$ cat src/assert_macros.svh
// ----------------------------------------------------------------------------
// Assertion macros
// Shared concurrent assertion wrappers. They compile to nothing in synthesis.
// ----------------------------------------------------------------------------
`ifndef ASSERT_MACROS_SVH
`define ASSERT_MACROS_SVH

`ifndef SYNTH

// Checked property, ignored while reset is high.
`define ASSERT_CLK(name, clk, rst, prop) \
   name: assert property (@(posedge clk) disable iff (rst) prop) \
      else $error("assertion failed");

// Checked property, also evaluated during reset.
`define ASSERT_ALWAYS(name, clk, prop) \
   name: assert property (@(posedge clk) prop) \
      else $error("assertion failed");

`else

`define ASSERT_CLK(name, clk, rst, prop)
`define ASSERT_ALWAYS(name, clk, prop)

`endif

`endif

$ cat src/fpdt_pkg.sv
// ----------------------------------------------------------------------------
// Fixed-point to decimal text package
// Widths, parameter defaults and ASCII codes for the text converter.
// ----------------------------------------------------------------------------
`timescale 1ns / 1ps

package fpdt_pkg;

   // Input word and output character widths.
   localparam int WORD_W = 32;
   localparam int CHAR_W = 8;

   // Default layout of the fixed-point word.
   localparam int INT_BITS_DEF  = 24;
   localparam int FRAC_BITS_DEF = 7;

   // ASCII codes used in the text.
   localparam logic [CHAR_W-1:0] CH_ZERO  = 8'h30;
   localparam logic [CHAR_W-1:0] CH_MINUS = 8'h2D;
   localparam logic [CHAR_W-1:0] CH_POINT = 8'h2E;

endpackage

$ cat src/fixed_point_word_to_decimal_text_unit.sv
// ----------------------------------------------------------------------------
// Fixed-point word to decimal text unit
// Converts a sign-magnitude fixed-point word into ASCII decimal text, one
// character per output word, with the final character flagged.
// ----------------------------------------------------------------------------
//
//   Channel   Ports                          Direction   Contents
//   -------   -----------------------------  ---------   ------------------------
//   req       req_valid req_ready req_word   in          raw fixed-point word
//   rsp       rsp_valid rsp_ready            out         one character + last flag
//             rsp_text_char rsp_last
//
// One word is loaded, converted to BCD by shift-and-add-3 over its integer bits,
// stripped of leading zeros, then sent as a sign step (spent even without a
// '-'), the integer digits, the point and one character per fraction digit.
// The integer loop runs through the single binary-to-BCD shift unit.
// Reset is synchronous and active high; it empties the sequencer and the output.
// A stalled output holds the sequencer in its character states; the next word is
// taken once the previous text has been handed to the output register.
//
`timescale 1ns / 1ps
`include "assert_macros.svh"

module fixed_point_word_to_decimal_text_unit
   import fpdt_pkg::*;
#(
   parameter int INT_BITS  = INT_BITS_DEF,
   parameter int FRAC_BITS = FRAC_BITS_DEF
) (
   input  logic              clock,
   input  logic              reset,
   input  logic              req_valid,
   output logic              req_ready,
   input  logic [WORD_W-1:0] req_word,
   output logic              rsp_valid,
   input  logic              rsp_ready,
   output logic [CHAR_W-1:0] rsp_text_char,
   output logic              rsp_last
);

   // Decimal digits needed for the largest integer part: floor(n*log10(2)) + 1.
   localparam int BCD_DIGITS = (INT_BITS * 1233) / 4096 + 1;
   localparam int BW         = 4 * BCD_DIGITS;
   localparam int CW         = $clog2(INT_BITS + 1);
   localparam int SIGN_POS   = INT_BITS + FRAC_BITS;

   // Sequencer states.
   localparam logic [2:0] S_IDLE  = 3'd0;
   localparam logic [2:0] S_CONV  = 3'd1;
   localparam logic [2:0] S_SKIP  = 3'd2;
   localparam logic [2:0] S_SIGN  = 3'd3;
   localparam logic [2:0] S_INT   = 3'd4;
   localparam logic [2:0] S_POINT = 3'd5;
   localparam logic [2:0] S_FRAC  = 3'd6;

   logic [2:0]           state_ff, state_in;
   logic [CW-1:0]        cnt_ff, cnt_in;
   logic                 sign_ff, sign_in;
   logic [INT_BITS-1:0]  int_ff, int_in;
   logic [FRAC_BITS-1:0] frac_ff, frac_in;
   logic [BW-1:0]        bcd_ff, bcd_in;
   logic                 rsp_valid_ff, rsp_valid_in;
   logic [CHAR_W-1:0]    rsp_char_ff, rsp_char_in;
   logic                 rsp_last_ff, rsp_last_in;

   logic [BW-1:0]        bcd_adj;
   logic [3:0]           top_digit;
   logic [FRAC_BITS+3:0] frac_x10;
   logic [3:0]           frac_digit;
   logic [FRAC_BITS-1:0] frac_rem;
   logic                 out_free;
   logic                 emit;
   logic [CHAR_W-1:0]    emit_char;
   logic                 emit_last;

   // Add 3 to every BCD digit of 5 or more before the next doubling.
   always_comb begin
      for (int d = 0; d < BCD_DIGITS; d++) begin
         bcd_adj[4*d +: 4] = (bcd_ff[4*d +: 4] >= 4'd5) ? bcd_ff[4*d +: 4] + 4'd3
                                                      : bcd_ff[4*d +: 4];
      end
   end

   // Next fraction digit: multiply the remainder by ten, the carry-out is the digit.
   assign frac_x10   = ({4'd0, frac_ff} << 3) + ({4'd0, frac_ff} << 1);
   assign frac_digit = frac_x10[FRAC_BITS+3:FRAC_BITS];
   assign frac_rem   = frac_x10[FRAC_BITS-1:0];

   assign top_digit = bcd_ff[BW-1 -: 4];
   assign out_free  = !rsp_valid_ff || rsp_ready;

   // Sequencer: load, convert, strip leading zeros, then emit characters.
   always_comb begin
      state_in  = state_ff;
      cnt_in    = cnt_ff;
      sign_in   = sign_ff;
      int_in    = int_ff;
      frac_in   = frac_ff;
      bcd_in    = bcd_ff;
      emit      = 1'b0;
      emit_char = CH_ZERO;
      emit_last = 1'b0;

      unique case (state_ff)
         S_IDLE: begin
            if (req_valid) begin
               sign_in  = 1'(req_word >> SIGN_POS);
               int_in   = INT_BITS'(req_word >> FRAC_BITS);
               frac_in  = FRAC_BITS'(req_word);
               bcd_in   = '0;
               cnt_in   = CW'(INT_BITS);
               state_in = S_CONV;
            end
         end
         S_CONV: begin
            bcd_in = {bcd_adj[BW-2:0], int_ff[INT_BITS-1]};
            int_in = int_ff << 1;
            cnt_in = cnt_ff - CW'(1);
            if (cnt_ff == CW'(1)) begin
               cnt_in   = CW'(BCD_DIGITS);
               state_in = S_SKIP;
            end
         end
         S_SKIP: begin
            if (top_digit == 4'd0 && cnt_ff != CW'(1)) begin
               bcd_in = bcd_ff << 4;
               cnt_in = cnt_ff - CW'(1);
            end else begin
               state_in = S_SIGN;
            end
         end
         S_SIGN: begin
            if (!sign_ff) begin
               state_in = S_INT;
            end else if (out_free) begin
               emit      = 1'b1;
               emit_char = CH_MINUS;
               state_in  = S_INT;
            end
         end
         S_INT: begin
            if (out_free) begin
               emit      = 1'b1;
               emit_char = CH_ZERO + CHAR_W'(top_digit);
               bcd_in    = bcd_ff << 4;
               cnt_in    = cnt_ff - CW'(1);
               if (cnt_ff == CW'(1)) begin
                  state_in = S_POINT;
               end
            end
         end
         S_POINT: begin
            if (out_free) begin
               emit      = 1'b1;
               emit_char = CH_POINT;
               state_in  = S_FRAC;
            end
         end
         S_FRAC: begin
            // A zero fraction gives a single '0'; otherwise stop once nothing remains.
            if (out_free) begin
               emit      = 1'b1;
               emit_char = CH_ZERO + CHAR_W'(frac_digit);
               emit_last = (frac_rem == '0);
               frac_in   = frac_rem;
               if (frac_rem == '0) begin
                  state_in = S_IDLE;
               end
            end
         end
         default: begin
            state_in = S_IDLE;
         end
      endcase
   end

   // Output register: loads a character when free, clears when taken.
   always_comb begin
      rsp_valid_in = rsp_valid_ff;
      rsp_char_in  = rsp_char_ff;
      rsp_last_in  = rsp_last_ff;
      if (emit) begin
         rsp_valid_in = 1'b1;
         rsp_char_in  = emit_char;
         rsp_last_in  = emit_last;
      end else if (rsp_ready) begin
         rsp_valid_in = 1'b0;
      end
   end

   // Control registers.
   always_ff @(posedge clock) begin
      if (reset) begin
         state_ff     <= S_IDLE;
         rsp_valid_ff <= 1'b0;
      end else begin
         state_ff     <= state_in;
         rsp_valid_ff <= rsp_valid_in;
      end
   end

   // Datapath registers.
   always_ff @(posedge clock) begin
      cnt_ff      <= cnt_in;
      sign_ff     <= sign_in;
      int_ff      <= int_in;
      frac_ff     <= frac_in;
      bcd_ff      <= bcd_in;
      rsp_char_ff <= rsp_char_in;
      rsp_last_ff <= rsp_last_in;
   end

   assign req_ready     = (state_ff == S_IDLE);
   assign rsp_valid     = rsp_valid_ff;
   assign rsp_text_char = rsp_char_ff;
   assign rsp_last      = rsp_last_ff;

   // An accepted word always starts the conversion loop.
   `ASSERT_CLK(a_accept_starts_conv, clock, reset, (req_valid && req_ready) |=> (state_ff == S_CONV))
   // Leading zeros are gone before the integer digits are sent.
   `ASSERT_CLK(a_no_leading_zero, clock, reset, (state_ff == S_SIGN) |-> (top_digit != 4'd0 || cnt_ff == CW'(1)))
   // The conversion leaves a valid BCD digit at the top.
   `ASSERT_CLK(a_int_digit_bcd, clock, reset, (state_ff == S_INT) |-> (top_digit <= 4'd9))
   // Nothing new is loaded into the output while converting.
   `ASSERT_CLK(a_conv_silent, clock, reset, (state_ff == S_CONV && rsp_valid_ff && rsp_ready) |=> !rsp_valid_ff)

endmodule
$ cat config.mk
export PLATFORM = sky130hd
export DESIGN_NAME = fixed_point_word_to_decimal_text_unit
export DESIGN_NICKNAME = d
export VERILOG_FILES = /design/src/fpdt_pkg.sv /design/src/fixed_point_word_to_decimal_text_unit.sv
export VERILOG_INCLUDE_DIRS = /design/src /design/src/src
export SDC_FILE = /design/constraint.sdc
export NUM_CORES = 1
export LEC_CHECK = 0
export BUFFER_PORTS_ARGS = -buffer_cell sky130_fd_sc_hd__buf_2
export CELL_PAD_IN_SITES_DETAIL_PLACEMENT = 2
export CELL_PAD_IN_SITES_GLOBAL_PLACEMENT = 2
export CORE_UTILIZATION = 41
export DETAILED_ROUTE_END_ITERATION = 10
export GPL_ROUTABILITY_DRIVEN = 0
export MAX_ROUTING_LAYER = met4
export PLACE_DENSITY_LB_ADDON = 0.05
export SLEW_MARGIN = 20
export SYNTH_ARGS = -nofsm -noshare
export SYNTH_HDL_FRONTEND = slang
export SYNTH_SLANG_ARGS = --single-unit
$ cat constraint.sdc
create_clock -name clock -period 8.9 [get_ports clock]
set_clock_uncertainty 0.15 [all_clocks]
set_input_delay 2.225 -clock clock [delete_from_list [all_inputs] [get_ports clock]]
set_output_delay 2.225 -clock clock [all_outputs]
set_load 0.01 [all_outputs]
==> flow_metrics.py, run 1 <==
metrics = {
    "yosys": {
        "ys.flop_type": "edfxtp_1",
        "synth_edf_count": 75,
        "ys_top_cells_by_count": "107 x nand2_1, 75 x edfxtp_1, 28 x a21oi_1",
        "syn_area_per_cell_um2": 10.0,
        "yosysMostFrequentCell": "nand2_1",
        "synth_cells": 446,
        "synth_sequential_area_ratio_pct": 52.2,
        "yosysUniqueCellTypes": 49,
        "ys_warn_count": 0,
        "mappedNetlistArea_um2": 4460,
        "synth_top_cell_by_area": "edfxtp_1",
        "synth_top_area_share_pct": 50.4,
        "synthArstFlopShare_pct": 0,
        "synthTopCellsByArea": "edfxtp_1 50%, nand2_1 9.0%, ha_1 6.7%, a21oi_1 3.1%, xnor2_1 2.6%",
        "synth_seq_cells": 79,
    },
    "job": {
        "drv_cap": 0,
    },
    "power_and_ir_drop": {
        "leakage_nw": 1.96,
        "power_density_nw_per_um2": 378,
        "vdd_drop_max_mv": 0.160,
    },
    "clock_network": {
        "cts.htree.levels": 3,
        "worstSkewPairLatency_ns": 0.37,
        "cts.clk_slew.worst_paths_ns": 0.09,
        "postCtsResizedCells": 0,
        "postCtsHoldBufs": 0,
        "root_buffer": "clkbuf_8",
        "cts_buffer_depth": 2,
        "numCtsBuffers": 9,
        "cts_setup_buffers": 0,
        "cts_tree": "built",
        "cts.sinks": 79,
    },
    "route": {
        "ant_nets": 0,
        "wire_per_inst_um": 18.3,
        "avgViaCountPerCell": 5.49,
        "firstDrtPassIters": 4,
        "num_vias": 3427,
        "drc_errors": 0,
        "drt_iter0_markers": 123,
        "wl_mm": 11.4,
    },
    "placed_design": {
        "io_buffers": 43,
        "placed_cell_area_um2": 4790,
        "dpl.hpwl_mm": 7.87,
    },
    "sta": {
        "hold_viol": 0,
        "post-route-period-util_pct": 43.8,
        "setup_tns_ns": 0,
        "setup_viol_count_final": 0,
        "rsz0062_at_grt": "false",
        "period_needed_ns": 3.90,
        "hold_ws_ns": 0.372,
        "worst_slew_pin_slew_ns": 1.06,
        "slew_headroom_pct": 28.9,
        "finalMaxSlewViolations": 0,
        "max_freq_ghz": 0.256,
    },
    "floorplanning": {
        "start_util_pct": 42.7,
        "num_io_pins": 47,
        "fp.dieH_um": 106,
        "core_um2": 10500,
        "die_area_um2": 11300,
        "dieWidth_um": 106,
        "row_count": 37,
    },
    "worst_setup_path": {
        "rrSetupSlack_ns": 6.36,
        "max_stage_delay_ns": 0.80,
        "r2r-start": "state_ff[0]",
        "cp.arrival_ns": 1.53,
        "crit_type": "flip-flop to output port",
        "cp_cell_sequence": "nor3_1 -> buf_2",
        "crit_slowest_cell": "dfxtp_1",
        "startpoint_type": "flip-flop",
        "crit_path_max_fanout": 20,
        "r2r_cells": 3,
        "cp.required_ns": 6.53,
        "reg2reg_to": "int_ff[19]",
        "critPathLaunch": "state_ff[0]",
        "endpoint_kind": "output port",
    },
    "global_routing": {
        "grt_pass1_wl_mm": 18.6,
        "antenna_found_initial": 0,
        "grt.total_usage_pct": 22.0,
        "first_global_vias": 3635,
        "overflow": 0,
        "grt_max_degree": 53,
    },
    "final_layout": {
        "drive_above_1_share_pct": 14.1,
        "register_area_um2": 2330,
        "multi_input_area_um2": 1970,
        "fin_nets": 544,
        "postLayoutCellArea_um2": 5000,
        "fillers": 1122,
        "diodes": 0,
        "synthToLayoutAreaGrowth_pct": 12.0,
        "fin_util_pct": 47.8,
    },
    "hold_path": {
        "whs_endpoint": "int_ff[9]",
        "min_from": "int_ff[8]",
        "hold_depth": 2,
        "hp-class": "flip-flop to flip-flop",
    },
    "run_status": {
        "status": "finished clean",
    },
}
==> where the power goes <==
group | switching [mW] | internal [mW]
Combinational | 0.511 | 0.280
Sequential | 0.135 | 0.664
Clock | 0.141 | 0.157
==> cell type report <==
cell class                      instances  area share (%)
Timing Repair Buffer                   46            4.75
Clock inverter                          6            1.70
Multi-Input combinational cell        327            39.4
Inverter                               20            1.50
Sequential cell                        79            46.6
Clock buffer                           10            2.55
Tap cell                              136            3.40
==> sequential cells by signal (all words and copies together) (netlist names) <==
register / flops
bcd_ff: 32
cnt_ff: 5
frac_ff: 7
int_ff: 24
rsp_last: 1
rsp_text_char: 5
rsp_valid: 1
sign_ff: 1
state_ff: 3
==> worst max-delay path, delay by kind of cell, from the launching register on <==
kind / cells / cell delay, ns
buffers and inverters: 1 / 0.19
and+or+nand+nor: 1 / 0.18
DFF: 1 / 0.80
==> cells by family after synthesis <==
kind of cell               count (synthesis)  synth area share, %
AOI/OAI and AO/OA                        107                 15.0
DFF                                       79                 52.2
buffers and inverters                     41                 3.84
xor gates and xnor gates                  18                 3.53
muxes                                      1                0.224
other                                      2                0.168
adders and majority gates                 25                 7.17
and+or+nand+nor                          173                 17.8
==> layer usage <==
metal | GRT usage, % | wire [um] | vias up
met5 | - | 0 | -
met2 | 36.9 | 5800 | 44
met1 | 27.2 | 5150 | 1715
met3 | 3.00 | 338 | 13
li1 | - | - | 1655
met4 | 7.74 | 125 | 0
==> through the flow <==
stage,setup slack [ns],total power [mW],instances
after global routing,4.91,2.02,624
after detailed placement,4.80,1.60,608
final,5.00,1.89,624
after global placement,4.83,1.54,608
after CTS,4.99,1.91,624
after floorplan,4.03,1.34,447
==> cell usage in the layout, fill, tap and decap left out, types with 5 or more instances in the layout <==
master,Yosys,final
nand2_1,107,107
a22o_1,7,7
a21oi_1,28,28
o21ai_0,21,21
buf_2,5,43
nor2_1,18,16
nand2b_1,15,14
ha_1,24,24
xor2_1,5,5
o21ai_1,12,12
xnor2_1,13,13
inv_1,19,19
edfxtp_1,75,75
o22ai_1,10,10
clkbuf_8,0,9
nor3b_1,10,10
==> how the worst max path moves through the flow <==
stage            endpoint  slack [ns]  cells after the start
3_5_place_dp    bcd_ff[5]        4.80                      5
2_1_floorplan   bcd_ff[0]        4.03                      4
3_3_place_gp   bcd_ff[20]        4.83                      5
5_1_grt         req_ready        4.91                      2
4_1_cts         req_ready        4.99                      2
6_report        req_ready        5.00                      2
Note: power is estimated with default switching activity, not from simulation.
==> inputs of run 2 (changes only) <==
--- a/config.mk
+++ b/config.mk
@@ -9,7 +9,7 @@
 export BUFFER_PORTS_ARGS = -buffer_cell sky130_fd_sc_hd__buf_2
 export CELL_PAD_IN_SITES_DETAIL_PLACEMENT = 2
 export CELL_PAD_IN_SITES_GLOBAL_PLACEMENT = 2
-export CORE_UTILIZATION = 41
+export CORE_UTILIZATION = 34
 export DETAILED_ROUTE_END_ITERATION = 10
 export GPL_ROUTABILITY_DRIVEN = 0
 export MAX_ROUTING_LAYER = met4
==> constraint.sdc (replaced) <==
create_clock -name clock -period 3.2 [get_ports clock]
set_clock_uncertainty 0.15 [all_clocks]
set_input_delay 0.8 -clock clock [delete_from_list [all_inputs] [get_ports clock]]
set_output_delay 0.8 -clock clock [all_outputs]
set_load 0.01 [all_outputs]
==> flow_metrics.py, run 2 (synthesis results as in run 1) <==
metrics = {
    "run_status": {
        "status": "finished clean",
    },
    "clock_network": {
        "cts_buffer_depth": 2,
        "postCtsResizedCells": 0,
        "postCtsHoldBufs": 0,
        "cts_setup_buffers": 0,
        "worstSkewPairLatency_ns": 0.34,
        "numCtsBuffers": 9,
        "cts.htree.levels": 3,
        "root_buffer": "clkbuf_16",
        "cts.clk_slew.worst_paths_ns": 0.06,
        "cts_tree": "built",
        "cts.sinks": 79,
    },
    "worst_setup_path": {
        "crit_path_max_fanout": 15,
        "cp.arrival_ns": 2.30,
        "cp.required_ns": 3.03,
        "startpoint_type": "flip-flop",
        "crit_type": "flip-flop to flip-flop",
        "crit_slowest_cell": "dfxtp_1",
        "endpoint_kind": "flip-flop",
        "cp_cell_sequence": "nand2b_1 -> or2_0 -> o21ai_1",
        "max_stage_delay_ns": 0.64,
    },
    "route": {
        "ant_nets": 0,
        "firstDrtPassIters": 4,
        "num_vias": 3395,
        "wl_mm": 10.8,
        "avgViaCountPerCell": 5.10,
        "drc_errors": 0,
        "drt_iter0_markers": 109,
        "wire_per_inst_um": 16.2,
    },
    "placed_design": {
        "io_buffers": 43,
        "dpl.hpwl_mm": 7.64,
        "place_ws_ns": 0.522,
        "dp.cells": 650,
        "placed_cell_area_um2": 4880,
    },
    "final_layout": {
        "multi_input_area_um2": 1970,
        "top_regs": "bcd_ff x32, int_ff x24, frac_ff x7",
        "largest_reg_flops": 32,
        "register_area_um2": 2330,
        "fin_util_pct": 40.4,
        "top_register": "bcd_ff",
        "stdcell_count": 666,
        "diodes": 0,
        "final_common_cell": "nand2_1",
        "final_cell_mix": "107 x nand2_1, 75 x edfxtp_1, 43 x buf_2",
        "fillers": 1431,
        "fin_nets": 550,
        "postLayoutCellArea_um2": 5140,
        "drive_above_1_share_pct": 15.0,
        "synthToLayoutAreaGrowth_pct": 15.2,
    },
    "global_routing": {
        "grt_pass1_wl_mm": 17.8,
        "first_global_vias": 3542,
        "grt_max_degree": 38,
        "overflow": 0,
        "antenna_found_initial": 0,
        "grt.total_usage_pct": 17.7,
    },
    "power_and_ir_drop": {
        "combPwrFrac_pct": 41.5,
        "p_seq_share_pct": 40.9,
        "leakage_nw": 2.01,
        "pwr-share-clk_pct": 17.6,
        "switchingPower_mw": 2.16,
        "fin_total_pwr_mw": 5.34,
        "swShare_pct": 40.5,
        "internal-power_mw": 3.18,
        "power_density_nw_per_um2": 1040,
        "vdd_drop_max_mv": 0.385,
    },
    "floorplanning": {
        "num_io_pins": 47,
        "row_count": 41,
        "dieWidth_um": 117,
        "core_um2": 12700,
        "fp.dieH_um": 117,
        "start_util_pct": 35.1,
        "die_area_um2": 13600,
    },
    "job": {
        "drv_cap": 0,
    },
    "sta": {
        "setup_viol_count_final": 0,
        "post-route-period-util_pct": 77.4,
        "period_needed_ns": 2.48,
        "setup_tns_ns": 0,
        "worst_slew_pin_slew_ns": 0.763,
        "finalMaxSlewViolations": 0,
        "fin_ws_ns": 0.722,
        "slew_headroom_pct": 49.1,
        "rsz0062_at_grt": "false",
        "hold_viol": 0,
        "max_freq_ghz": 0.404,
        "hold_ws_ns": 0.355,
    },
    "hold_path": {
        "hp-class": "flip-flop to flip-flop",
    },
}
## run 2: power groups by stage
stage	logic (mW)	clock network (mW)	registers, mW
CTS	2.28	0.972	2.20
floorplan	1.65	0	2.08
finish	2.22	0.940	2.19
global placement	2.16	0	2.18
detailed placement	2.26	0	2.21
global route	2.52	1.00	2.26
## run 2: path summary, 6_finish.rpt
kind | from | end | slack (ns) | cells past startpoint
setup reg to reg | state_ff[1] | frac_ff[1] | 0.72 | 3
hold / removal | int_ff[0] | int_ff[1] | 0.36 | 2
hold reg to reg | int_ff[0] | int_ff[1] | 0.36 | 2
setup / recovery | state_ff[1] | frac_ff[1] | 0.72 | 3
## run 2: layout make-up
| class | instances | share of cell area (%) |
|---|---|---|
| clock buffers | 9 | 4.38 |
| clock inverters | 7 | 0.779 |
| inverters | 20 | 1.46 |
| multi-input cells | 327 | 38.3 |
| flip-flops and latches | 79 | 45.4 |
| well taps | 172 | 4.18 |
| repair buffers | 52 | 5.50 |
## run 2: critical path: cells and delay by family, from the launching register on
| kind | cells | cell delay [ns] |
|---|---|---|
| and+or+nand+nor | 2 | 0.69 |
| DFF | 1 | 0.64 |
| AOI/OAI and AO/OA | 1 | 0.62 |
## run 2: metal layers
metal | track usage [%] | wire [um] | part of all wire, %
met4 | 6.33 | 148 | 1.4
met5 | - | 0 | 0
met3 | 2.96 | 218 | 2.0
met2 | 28.6 | 5280 | 49
met1 | 22.5 | 5140 | 48
==> inputs of run 3 (changes only) <==
--- a/config.mk
+++ b/config.mk
@@ -6,10 +6,11 @@
 export SDC_FILE = /design/constraint.sdc
 export NUM_CORES = 1
 export LEC_CHECK = 0
+export ABC_AREA = 1
 export BUFFER_PORTS_ARGS = -buffer_cell sky130_fd_sc_hd__buf_2
 export CELL_PAD_IN_SITES_DETAIL_PLACEMENT = 2
 export CELL_PAD_IN_SITES_GLOBAL_PLACEMENT = 2
-export CORE_UTILIZATION = 34
+export CORE_UTILIZATION = 36
 export DETAILED_ROUTE_END_ITERATION = 10
 export GPL_ROUTABILITY_DRIVEN = 0
 export MAX_ROUTING_LAYER = met4
==> constraint.sdc (replaced) <==
create_clock -name clock -period 2.55 [get_ports clock]
set_clock_uncertainty 0.15 [all_clocks]
set_input_delay 0.6375 -clock clock [delete_from_list [all_inputs] [get_ports clock]]
set_output_delay 0.6375 -clock clock [all_outputs]
set_load 0.01 [all_outputs]
==> flow_metrics.py, run 3 <==
metrics = {
    "power_and_ir_drop": {
        "leakage_nw": 2.34,
        "vdd_drop_max_mv": 0.547,
        "combPwrFrac_pct": 41.9,
        "internal-power_mw": 4.00,
        "power_density_nw_per_um2": 1310,
        "pwr-share-clk_pct": 18.8,
        "switchingPower_mw": 2.95,
        "p_seq_share_pct": 39.4,
        "swShare_pct": 42.4,
        "fin_total_pwr_mw": 6.95,
    },
    "final_layout": {
        "fin_nets": 646,
        "largest_reg_flops": 32,
        "fillers": 1413,
        "postLayoutCellArea_um2": 5300,
        "top_register": "bcd_ff",
        "final_cell_mix": "145 x nand2_1, 75 x edfxtp_1, 71 x inv_1",
        "top_regs": "bcd_ff x32, int_ff x24, frac_ff x7",
        "drive_above_1_share_pct": 13.1,
        "final_common_cell": "nand2_1",
        "diodes": 0,
        "synthToLayoutAreaGrowth_pct": 16.2,
    },
    "yosys": {
        "synth_edf_count": 75,
        "synth_top_area_share_pct": 49.4,
        "synthTopCellsByArea": "edfxtp_1 49%, nand2_1 12%, o21ai_0 6.7%, ha_1 6.6%, inv_1 5.8%",
        "yosysUniqueCellTypes": 29,
        "syn_area_per_cell_um2": 8.48,
        "synth_cells": 538,
        "ys_top_cells_by_count": "145 x nand2_1, 75 x edfxtp_1, 71 x inv_1",
        "synthArstFlopShare_pct": 0,
        "synth_seq_cells": 79,
        "ys.flop_type": "edfxtp_1",
        "synth_top_cell_by_area": "edfxtp_1",
        "yosysMostFrequentCell": "nand2_1",
        "synth_sequential_area_ratio_pct": 51.1,
        "ys_warn_count": 0,
        "mappedNetlistArea_um2": 4560,
    },
    "hold_path": {
        "whs_endpoint": "sign_ff",
        "hold_depth": 1,
        "min_from": "req_word[31]",
        "hp-class": "primary input to flip-flop",
    },
    "floorplanning": {
        "die_area_um2": 13100,
        "start_util_pct": 37.5,
        "row_count": 40,
        "num_io_pins": 47,
        "dieWidth_um": 115,
        "fp.dieH_um": 115,
        "core_um2": 12200,
    },
    "placed_design": {
        "place_ws_ns": 0.343,
        "placed_cell_area_um2": 5010,
        "io_buffers": 43,
        "dpl.hpwl_mm": 9.20,
    },
    "worst_setup_path": {
        "startpoint_type": "flip-flop",
        "cp_cell_sequence": "inv_1 -> nand2_1 -> nor2_1 -> inv_1 -> o21ai_0",
        "r2r-start": "state_ff[1]",
        "cp.arrival_ns": 2.02,
        "max_stage_delay_ns": 0.86,
        "r2r_cells": 5,
        "crit_family": "compound AO/OA/AOI/OAI gates",
        "crit_type": "flip-flop to flip-flop",
        "critPathBufInv": 2,
        "crit_path_max_fanout": 7,
        "rrSetupSlack_ns": 0.34,
        "crit_slowest_cell": "o21ai_0",
        "crit_path_frequent_cell": "inv_1",
        "cp.required_ns": 2.36,
        "reg2reg_to": "frac_ff[1]",
        "endpoint_kind": "flip-flop",
    },
    "sta": {
        "post-route-period-util_pct": 86.6,
        "rsz0062_at_grt": "false",
        "finalMaxSlewViolations": 0,
        "hold_ws_ns": 0.333,
        "slew_headroom_pct": 27.4,
        "period_needed_ns": 2.21,
        "fin_ws_ns": 0.341,
        "setup_viol_count_final": 0,
        "max_freq_ghz": 0.453,
        "hold_viol": 0,
        "worst_slew_pin_slew_ns": 1.08,
        "setup_tns_ns": 0,
    },
    "clock_network": {
        "numCtsBuffers": 9,
        "postCtsHoldBufs": 0,
        "cts.htree.levels": 3,
        "cts.sinks": 79,
        "cts_buffer_depth": 2,
        "postCtsResizedCells": 0,
        "cts_setup_buffers": 0,
        "root_buffer": "clkbuf_16",
        "cts.clk_slew.worst_paths_ns": 0.06,
        "worstSkewPairLatency_ns": 0.34,
        "cts_tree": "built",
    },
    "global_routing": {
        "grt_pass1_wl_mm": 21.2,
        "grt_max_degree": 38,
        "first_global_vias": 4185,
        "grt.total_usage_pct": 22.0,
        "overflow": 0,
        "antenna_found_initial": 0,
    },
    "route": {
        "drc_errors": 0,
        "drt_iter0_markers": 140,
        "firstDrtPassIters": 4,
        "avgViaCountPerCell": 5.04,
        "num_vias": 3824,
        "ant_nets": 0,
        "wire_per_inst_um": 17.1,
        "wl_mm": 12.9,
    },
    "run_status": {
        "status": "finished clean",
    },
    "job": {
        "drv_cap": 0,
    },
}
## run 3: cell types whose count changed in the layout (fill, tap and decap cells not counted), moves of 12 or more
cell | previous run | this run
inv_1 | 19 | 71
o21ai_0 | 21 | 60
nand2_1 | 107 | 145
nor2_1 | 16 | 45
nand3_1 | 1 | 20
nand2b_1 | 14 | 0
xnor2_1 | 13 | 1
## run 3: kinds of logic after synthesis
| logic type | synth area share, % |
|---|---|
| buf+inv | 8.04 |
| fa+ha+maj | 7.02 |
| simple gates | 19.5 |
| flops | 51.1 |
| other cells | 0.165 |
| xor+xnor | 1.34 |
| compound gates | 12.8 |
## run 3: how the worst max path moves through the flow
stage / to / slack [ns] / cells past startpoint / start
detailed placement: frac_ff[2] / 0.34 / 5 / rsp_ready
finish: frac_ff[1] / 0.34 / 5 / state_ff[1]
floorplan: bcd_ff[0] / -0.004 / 6 / bcd_ff[28]
CTS: frac_ff[4] / 0.25 / 5 / state_ff[1]
global placement: frac_ff[0] / 0.40 / 5 / rsp_ready
global route: frac_ff[2] / 0.22 / 6 / state_ff[2]
## run 3: cell type report
cell class / count / area, um^2 / share of cell area, %
clock buffers: 11 / 233 / 4.39
well taps: 168 / 210 / 3.96
clock inverters: 5 / 57.6 / 1.09
flip-flops and latches: 79 / 2330 / 44.0
multi-input cells: 369 / 1890 / 35.6
inverters: 75 / 282 / 5.31
repair buffers: 51 / 300 / 5.66
## run 3: layer usage
metal | track usage, % | up-vias | part of all wire (%)
li1 | - | 1870 | -
met1 | 23.7 | 1892 | 42
met2 | 39.8 | 45 | 54
met3 | 4.98 | 17 | 2.4
met4 | 7.36 | 0 | 1.9
met5 | - | - | 0
## run 3: metrics by stage
stage	util, %	instances
after floorplan	-	539
after global placement	41.2	742
after detailed placement	41.2	742
after CTS	43.6	758
after global routing	43.6	758
final	43.6	758
## run 3: power groups by stage
stage | Clock, mW | Combinational [mW] | Sequential, mW
global route | 1.39 | 3.32 | 2.81
detailed placement | 0 | 2.93 | 2.75
floorplan | 0 | 1.97 | 2.65
finish | 1.30 | 2.91 | 2.74
global placement | 0 | 2.75 | 2.71
CTS | 1.34 | 2.97 | 2.74
